==> src/rtl/hdlf_pkg.sv <==
`timescale 1ns / 1ps
// Shared types, character codes and glyph lookup for the hex dump line formatter.
package hdlf_pkg;

    localparam int unsigned BYTE_W = 8;
    localparam int unsigned LEN_W  = 3;

    // Reset value of the bytes-per-line register.
    localparam logic [BYTE_W-1:0] COLS_RESET = 8'd16;

    // ASCII codes besides the hex digits.
    localparam logic [BYTE_W-1:0] CHAR_SPACE = 8'h20;
    localparam logic [BYTE_W-1:0] CHAR_CR    = 8'h0D;
    localparam logic [BYTE_W-1:0] CHAR_LF    = 8'h0A;

    // Character positions inside the text of one byte.
    localparam logic [LEN_W-1:0] SLOT_HI    = 3'd0;
    localparam logic [LEN_W-1:0] SLOT_LO    = 3'd1;
    localparam logic [LEN_W-1:0] SLOT_SPACE = 3'd2;
    localparam logic [LEN_W-1:0] SLOT_CR    = 3'd3;
    localparam logic [LEN_W-1:0] SLOT_LF    = 3'd4;

    // Number of characters produced by one byte.
    localparam logic [LEN_W-1:0] LEN_LAST  = 3'd2;
    localparam logic [LEN_W-1:0] LEN_SPACE = 3'd3;
    localparam logic [LEN_W-1:0] LEN_BREAK = 3'd5;

    // One decoded byte, waiting to be sent out one character per cycle while the output is not stalled.
    typedef struct packed {
        logic [BYTE_W-1:0] hi_char;
        logic [BYTE_W-1:0] lo_char;
        logic [LEN_W-1:0]  len;
        logic              last;
    } t_item;

    // Upper-case hex digit for a nibble.
    function automatic logic [BYTE_W-1:0] hex_glyph(input logic [3:0] nib);
        logic [BYTE_W-1:0] ext;
        ext = {4'b0000, nib};
        if (nib < 4'd10) begin
            hex_glyph = 8'h30 + ext;
        end else begin
            hex_glyph = 8'h37 + ext;
        end
    endfunction

endpackage

==> src/rtl/hdlf_encode.sv <==
`timescale 1ns / 1ps
// Byte decoder: hex digits, character count and next column position for one byte.
module hdlf_encode (
    input  logic [7:0]     i_data,
    input  logic           i_last,
    input  logic [7:0]     i_col,
    input  logic [7:0]     i_cols,
    output hdlf_pkg::t_item o_item,
    output logic [7:0]     o_col_next
);
    import hdlf_pkg::*;

    logic [8:0] col_inc;
    logic [8:0] limit;
    logic       line_brk;

    // Zero columns means 256 bytes per line.
    assign col_inc  = {1'b0, i_col} + 9'd1;
    assign limit    = (i_cols == 8'd0) ? 9'd256 : {1'b0, i_cols};
    assign line_brk = (col_inc >= limit);

    always_comb begin
        o_item.hi_char = hex_glyph(i_data[7:4]);
        o_item.lo_char = hex_glyph(i_data[3:0]);
        o_item.last    = i_last;
        priority if (i_last) begin
            o_item.len = LEN_LAST;
            o_col_next = 8'd0;
        end else if (line_brk) begin
            o_item.len = LEN_BREAK;
            o_col_next = 8'd0;
        end else begin
            o_item.len = LEN_SPACE;
            o_col_next = col_inc[7:0];
        end
    end

endmodule

==> src/rtl/hex_dump_line_formatter.sv <==
`timescale 1ns / 1ps
// Top level of the hex dump line formatter: byte intake, character sequencer, output register.
//
// Usage:
//   Slave stream: one raw byte per transfer on tdata[7:0], tlast marks the last
//   byte of a message. Master stream: one ASCII character per transfer on
//   tdata[7:0]; tuser[0] flags the final character made for one input byte,
//   tlast flags the final character of the whole message text.
//   Config channel: a transfer on i_cfg_valid/o_cfg_ready writes bytes per line
//   (0 means 256). Write it only while the block is idle.
// Path: a byte is taken into the item holding register, and its characters pass one
//   by one through the output register to the master stream.
// Throughput: one character per cycle unless the receiver stalls; a byte makes 2
//   characters (last byte of a message), 3 (byte followed by a space) or 5 (space,
//   CR, LF at a line end). The single-character output port sets that rate; the next
//   byte is taken in the cycle the previous byte's final character enters the
//   output register, so characters of consecutive bytes follow without gaps.
// Reset: synchronous, active low; clears the column position, empties the item
//   holding register and the output register, and sets bytes per line to 16.
// Stall: while the receiver holds tready low the output character holds, the
//   holding register fills and then o_s_axis_tready drops until space frees up.
module hex_dump_line_formatter (
    input  logic       i_clk,
    input  logic       i_rst_n,
    // Config write channel
    input  logic       i_cfg_valid,
    output logic       o_cfg_ready,
    input  logic [7:0] i_cfg_data,      // columns_per_line
    // Byte input stream
    input  logic       i_s_axis_tvalid,
    output logic       o_s_axis_tready,
    input  logic [7:0] i_s_axis_tdata,  // [7:0] data_byte
    input  logic       i_s_axis_tlast,  // last_byte
    // Character output stream
    output logic       o_m_axis_tvalid,
    input  logic       i_m_axis_tready,
    output logic [7:0] o_m_axis_tdata,  // [7:0] text_char
    output logic       o_m_axis_tuser,  // [0] run_last
    output logic       o_m_axis_tlast   // text_end
);
    import hdlf_pkg::*;

    // Configuration and column state
    logic [7:0] r_cols;
    logic [7:0] r_col;
    logic [7:0] n_col;

    // Item holding register and character pointer
    t_item      r_item;
    t_item      n_item;
    logic       r_busy;
    logic [2:0] r_slot;

    // Output register
    logic       r_ovalid;
    logic [7:0] r_ochar;
    logic       r_orun;
    logic       r_oend;

    logic       out_free;
    logic       move;
    logic       item_done;
    logic       accept;
    logic [7:0] slot_char;

    hdlf_encode u_encode (
        .i_data     (i_s_axis_tdata),
        .i_last     (i_s_axis_tlast),
        .i_col      (r_col),
        .i_cols     (r_cols),
        .o_item     (n_item),
        .o_col_next (n_col)
    );

    // Advance one character whenever the output register is empty or being drained.
    assign out_free  = !r_ovalid || i_m_axis_tready;
    assign move      = r_busy && out_free;
    assign item_done = move && (r_slot == (r_item.len - 3'd1));
    assign accept    = i_s_axis_tvalid && o_s_axis_tready;

    assign o_s_axis_tready = !r_busy || item_done;
    assign o_cfg_ready     = 1'b1;

    // Pick the character at the current position of the held item.
    always_comb begin
        unique case (r_slot)
            SLOT_HI:    slot_char = r_item.hi_char;
            SLOT_LO:    slot_char = r_item.lo_char;
            SLOT_SPACE: slot_char = CHAR_SPACE;
            SLOT_CR:    slot_char = CHAR_CR;
            SLOT_LF:    slot_char = CHAR_LF;
            default:    slot_char = CHAR_SPACE;
        endcase
    end

    // Control state
    always_ff @(posedge i_clk) begin
        if (!i_rst_n) begin
            r_cols   <= COLS_RESET;
            r_col    <= 8'd0;
            r_busy   <= 1'b0;
            r_slot   <= SLOT_HI;
            r_ovalid <= 1'b0;
        end else begin
            if (i_cfg_valid && o_cfg_ready) begin
                r_cols <= i_cfg_data;
            end
            // Take the new byte; the column count moves at intake.
            if (accept) begin
                r_col  <= n_col;
                r_busy <= 1'b1;
                r_slot <= SLOT_HI;
            end else if (item_done) begin
                r_busy <= 1'b0;
            end else if (move) begin
                r_slot <= r_slot + 3'd1;
            end
            if (move) begin
                r_ovalid <= 1'b1;
            end else if (i_m_axis_tready) begin
                r_ovalid <= 1'b0;
            end
        end
    end

    // Payload registers
    always_ff @(posedge i_clk) begin
        if (accept) begin
            r_item <= n_item;
        end
        if (move) begin
            r_ochar <= slot_char;
            r_orun  <= item_done;
            r_oend  <= item_done && r_item.last;
        end
    end

    assign o_m_axis_tvalid = r_ovalid;
    assign o_m_axis_tdata  = r_ochar;
    assign o_m_axis_tuser  = r_orun;
    assign o_m_axis_tlast  = r_oend;

endmodule

==> config.mk <==
export PLATFORM = sky130hd
export DESIGN_NAME = hex_dump_line_formatter
export DESIGN_NICKNAME = d
export VERILOG_FILES = /design/src/rtl/hdlf_pkg.sv /design/src/rtl/hdlf_encode.sv /design/src/rtl/hex_dump_line_formatter.sv
export SDC_FILE = /design/constraint.sdc
export NUM_CORES = 1
export LEC_CHECK = 0
export ABC_AREA = 1
export BUFFER_PORTS_ARGS = -buffer_cell sky130_fd_sc_hd__buf_2
export CAP_MARGIN = 20
export CORE_MARGIN = 5
export CORE_UTILIZATION = 40
export CTS_CLUSTER_DIAMETER = 60
export CTS_CLUSTER_SIZE = 10
export DETAILED_ROUTE_END_ITERATION = 10
export HOLD_SLACK_MARGIN = 0.05
export PLACE_DENSITY = 0.58
export REMOVE_ABC_BUFFERS = 1
export SYNTH_ARGS = -nofsm -noshare
export SYNTH_HDL_FRONTEND = slang
export SYNTH_HIERARCHICAL = 1
export SYNTH_SLANG_ARGS = --single-unit
==> constraint.sdc <==
create_clock -name i_clk -period 2.65 [get_ports i_clk]
set_input_delay 0.265 -clock i_clk [delete_from_list [all_inputs] [get_ports i_clk]]
set_output_delay 0.265 -clock i_clk [all_outputs]
set_load 0.01 [all_outputs]
After elaboration in Yosys (flattened, before gate mapping). Cells that the tools add are included.

$add $sub $neg: 7. Order comparisons: 3. Equality and inequality tests: 4. Muxes and demuxes: 11. Bitwise operators: 2. Reduce and logical (&&, ||, !) cells: 14.

Operators by type and width (count): $mux W8 (4); $pmux W8 S4 (1); $add A6 B4 Y7 const A (4); $add A8 B1 Y9 const B (1); $ge A9 B9 Y1 (1); $mux W9 (1); $logic_not A8 Y1 (1); $lt A4 B4 Y1 const B (2); $logic_and A1 B1 Y1 (4); $mux W1 (4); $reduce_bool A2 Y1 (2); $add A3 B1 Y3 const B (1); $eq A3 B1 Y1 const B (1); $eq A3 B2 Y1 const B (1); $eq A3 B3 Y1 (1); $eq A3 B3 Y1 const B (1); $logic_not A3 Y1 (1); $mux W3 (1); $sub A3 B1 Y3 const B (1); $logic_not A1 Y1 (2); $logic_or A1 B1 Y1 (2); $not A1 Y1 (2); $reduce_and A2 Y1 (1); $reduce_or A2 Y1 (1).

Register bits after elaboration: 51. Output and inout port bits: 13. Logic and storage cells: 53.

Logic depth before layout (Yosys ltp).
Depth in word-level cells: 7. Depth in mapped cells: 19.

Modules after synthesis. Netlist, hierarchy kept.

Modules (own cells, without submodules): hex_dump_line_formatter (instances 1, cells an instance 209, area an instance 2079.5 µm², seq. area each 1321.3 µm²); hdlf_encode (instances 1, cells an instance 134, area an instance 698.2 µm², seq. area each 0.0 µm²).

Worst setup path before layout. No wires, ideal clock.

Path kind: flip-flop to flip-flop. From: reg r_col[0]. To: reg r_col[0]. Setup time: 0.064 ns. Arrival: 2.052 ns. Data required time: 2.586 ns. Slack: 0.535 ns. Stages on the path, launching flop included: 19. Buffers on the path: 0. Period minus slack after synthesis: 2.115 ns. Path through: dfxtp_1 ha_1 nand3_1 inv_1 nand4_1 nand2_1 inv_1 ha_1 nand2_1 nand2_1 nand3_1 nand2_1 nor2_2 nand3_2 nor2_1 inv_1 nand3_1 nand2_1 nor2_1.

Longest elaborated chain between the ends: 4.

RTL lines: from (decl) (line hex_dump_line_formatter.sv:45) `logic [7:0] r_col;`; from (signal assigned) (line hex_dump_line_formatter.sv:110) `r_col <= n_col;`; $add A8 B1 Y9 * (line hdlf_encode.sv:18) `assign col_inc = {1'b0, i_col} + 9'd1;`; $ge A9 B9 Y1 (line hdlf_encode.sv:20) `assign line_brk = (col_inc >= limit);`; $mux W8 * (line hdlf_encode.sv:29) `end else if (line_brk) begin`; $mux W8 * (line hdlf_encode.sv:26) `priority if (i_last) begin`; via n_col[0] (line hex_dump_line_formatter.sv:46) `logic [7:0] n_col;`.

The timed path passes the listed nets; every way through them passes the cells marked *. A chain may end at the register's enable or synchronous reset.

Worst setup path in the final report.
From: reg r_col[0]. To: reg r_col[1].

Same word-level chain as after synthesis.

==> impl_metrics.toml <==
[clock_network]
cts_hold_buffers = 0
cts_setup_buffers = 0
cts.htree.levels = 2
cts_made_buffers = 5
cts_buffer_depth = 2
worstSkewPairLatency_ns = 0.31
post_cts_resized = 0
root_buffer = "clkbuf_8"
clkTransAtPathRegs_ns = 0.09
cts_sinks = 51
cts_tree = "yes"

[power_and_ir_drop]
peakVddDrop_v = 0.0002042
p_leak_nw = 1.520
switching_share_pct = 28.80
internal_power_mw = 1.212
comb_power_share_pct = 18.2
p_sw_mw = 0.4902
power_density_mw_per_mm2 = 548.9
p_total_mw = 1.702
pwr-share-seq_pct = 55.5
p_clk_share_pct = 26.3

[min_path]
hold_end = "r_item[0]"
hold_class = "in -> reg"
holdPathStages = 1
min_from = "i_s_axis_tlast"

[yosys]
syn_inst = 343
syn_area_mm2 = 0.002778
synth-seq-cells = 51
ys_warn_count = 6
ys_types = 28
synth_area_per_cell_um2 = 8.098
seq_area_frac_synth_pct = 47.57

[global_route]
grtUsageMet3_pct = 2.977
use_met1_pct = 17.37
grt_pass1_wl_mm = 8.997
antenna_found_initial = 0
use_met2_pct = 20.67
grt_util_all_layers_pct = 13.04
first_global_vias = 1990
grt_max_degree = 21
grt.overflow.total = 0
busiest_layer = "met2"

[floorplan]
die_area_mm2 = 0.008710
coreArea_mm2 = 0.006794
die_w_um = 93.33
start_util_pct = 40.88
ios = 35
row_count = 30
die_height_um = 93.33

[setup_path]
cpMostUsedCell = "nand2_1"
required_ns = 2.90
r2r_cells = 18
timing.rr.end = "r_col[1]"
r2r_slack_ns = 0.21
critPathSlowestCell = "dfxtp_2"
worstPathMaxFanout = 8
criticalPathCategory = "reg -> reg"
cp_slowest_stage_delay_ns = 0.39
startpoint_type = "flip-flop"
worstReg2RegStart = "r_col[0]"
path_cells = "ha_1, nand3_1, inv_1, nand4_1, nand2_1, inv_1, ha_1, nand2_1, nand2_1, nand3_1, nand2_1, nor2_2, nand3_2, nor2_1, inv_1, nand3_1, nand2_1, nor2_1"
endpoint_kind = "flip-flop"
arrival_ns = 2.69

[routing]
drc_errors = 0
ant_nets = 0
drt_first_iter_violations = 121
vias_per_cell = 4.440
avgRoutedWirePerCell_um = 10.84
num_vias = 2100
wirelength_mm = 5.128
firstDrtPassIters = 6

[place]
place_hpwl_mm = 3.850
gp_congestion = 0.8188
io_buffer_count = 33
place_inst = 465

[final_layout]
drive_above_1_share_pct = 14.06
nets = 415
n_antenna_cell = 0
final_cells = 473
area_growth_syn_to_layout_pct = 11.62

[timing]
min_period_ns = 2.441
max_freq_mhz = 409.7
drv_slew = 0
setup_viol = 0
rsz0062_at_grt = "no"
post-route-period-util_pct = 92.11
tns_ns = 0
hold_viol = 0
fin_skew_ns = 0.004355

[flow_run]
drv_cap = 0

[status]
status = "complete, no violations"
## sequential cells by signal, indices dropped and copies added, names as in the netlist
name	cells
o_m_axis_tdata	8
o_m_axis_tlast	1
o_m_axis_tuser	1
o_m_axis_tvalid	1
r_busy	1
r_col	8
r_cols	8
r_item	20
r_slot	3
## layer usage
metal	wire length (um)	vias up	share of wire [%]
met2	2271	38	44
met3	210	7	4.1
met4	71	0	1.4
met5	0	-	0
li1	-	1134	-
met1	2574	921	50
## synth_stat cells (all sizes together)
| cell | number | share of area (%) |
|---|---|---|
| a21oi | 20 | 4.3 |
| a221o | 1 | 0.36 |
| a22o | 2 | 0.63 |
| a22oi | 1 | 0.27 |
| buf | 6 | 2.0 |
| clkbuf | 4 | 0.54 |
| conb | 2 | 0.27 |
| dfxtp | 21 | 15 |
| edfxtp | 30 | 32 |
| ha | 17 | 7.7 |
| inv | 71 | 9.6 |
| nand2 | 70 | 9.7 |
| nand3 | 23 | 4.5 |
| nand4 | 2 | 0.45 |
| nor2 | 47 | 6.5 |
| nor3 | 3 | 0.72 |
| nor4 | 1 | 0.23 |
| o21ai | 17 | 3.1 |
| xor2 | 5 | 1.6 |
## final cells by class
cell class / count / area (um2)
fill: 680 / 3694
sequential: 51 / 1323
multi-input combinational: 212 / 1122
inverter: 71 / 266.5
timing repair buffer: 35 / 180.2
tap: 96 / 120.1
clock buffer: 5 / 68.82
clock inverter: 3 / 20.02
## per-stage QoR
stage,instance area [um2],setup slack (ns),utilization (%),hold WS (ns)
detailed placement,3010,0.2259,44.31,0.4692
finish,3100,0.2091,45.64,0.1517
global placement,3010,0.3598,44.31,0.4751
floorplan,2710,0.5387,-,0.3491
CTS,3099,0.2027,45.62,0.1473
global route,3100,0.01041,45.64,0.1480
## power groups by stage
stage	sequential (mW)	combinational, mW	clock [mW]
2_1_floorplan	0.962	0.210	0
3_3_place_gp	0.962	0.305	0
3_5_place_dp	0.963	0.311	0
4_1_cts	0.945	0.313	0.466
5_1_grt	0.952	0.362	0.505
6_report	0.945	0.309	0.447
## cells by family after synthesis
| logic type | after synthesis | share of synthesized area, % |
|---|---|---|
| AO/OA/AOI/OAI | 41 | 8.604 |
| XOR/XNOR | 5 | 1.577 |
| adder cells (fa/ha/maj) | 17 | 7.658 |
| buffers and inverters | 81 | 12.16 |
| flip-flops | 51 | 47.57 |
| other | 2 | 0.2704 |
| AND/OR/NAND/NOR | 146 | 22.16 |
## worst max-delay path, delay by kind of cell (launching register included)
family                   cells  cell delay, ns
adder cells (fa/ha/maj)      2            0.52
AND/OR/NAND/NOR             13            1.26
flip-flops                   1            0.39
buffers and inverters        3            0.21
## cells in the final DEF, fill, tap and decap left out, types with 2 or more instances in the layout
master and n:
conb_1 3, ha_1 17, buf_4 2, nand4_1 2, buf_2 33, dfxtp_1 20, nor2_1 45, nand2_1 69
a21oi_2 2, inv_1 70, o21ai_0 17, nand3_1 21, a21oi_1 17, nand3_2 2, xor2_1 5, nor2_2 2
a22o_1 2, edfxtp_1 30, nor3_1 2, clkbuf_8 5
## worst max-delay path by stage
stage / from / end / cells past startpoint
after global routing: r_col[0] / r_col[3] / 18
after detailed placement: r_col[0] / r_col[1] / 18
after floorplan: r_item[1] / r_item[0] / 9
after global placement: r_col[0] / r_col[7] / 18
after CTS: r_col[0] / r_col[1] / 18
final: r_col[0] / r_col[1] / 18
Power figures use the tool's default switching activity.
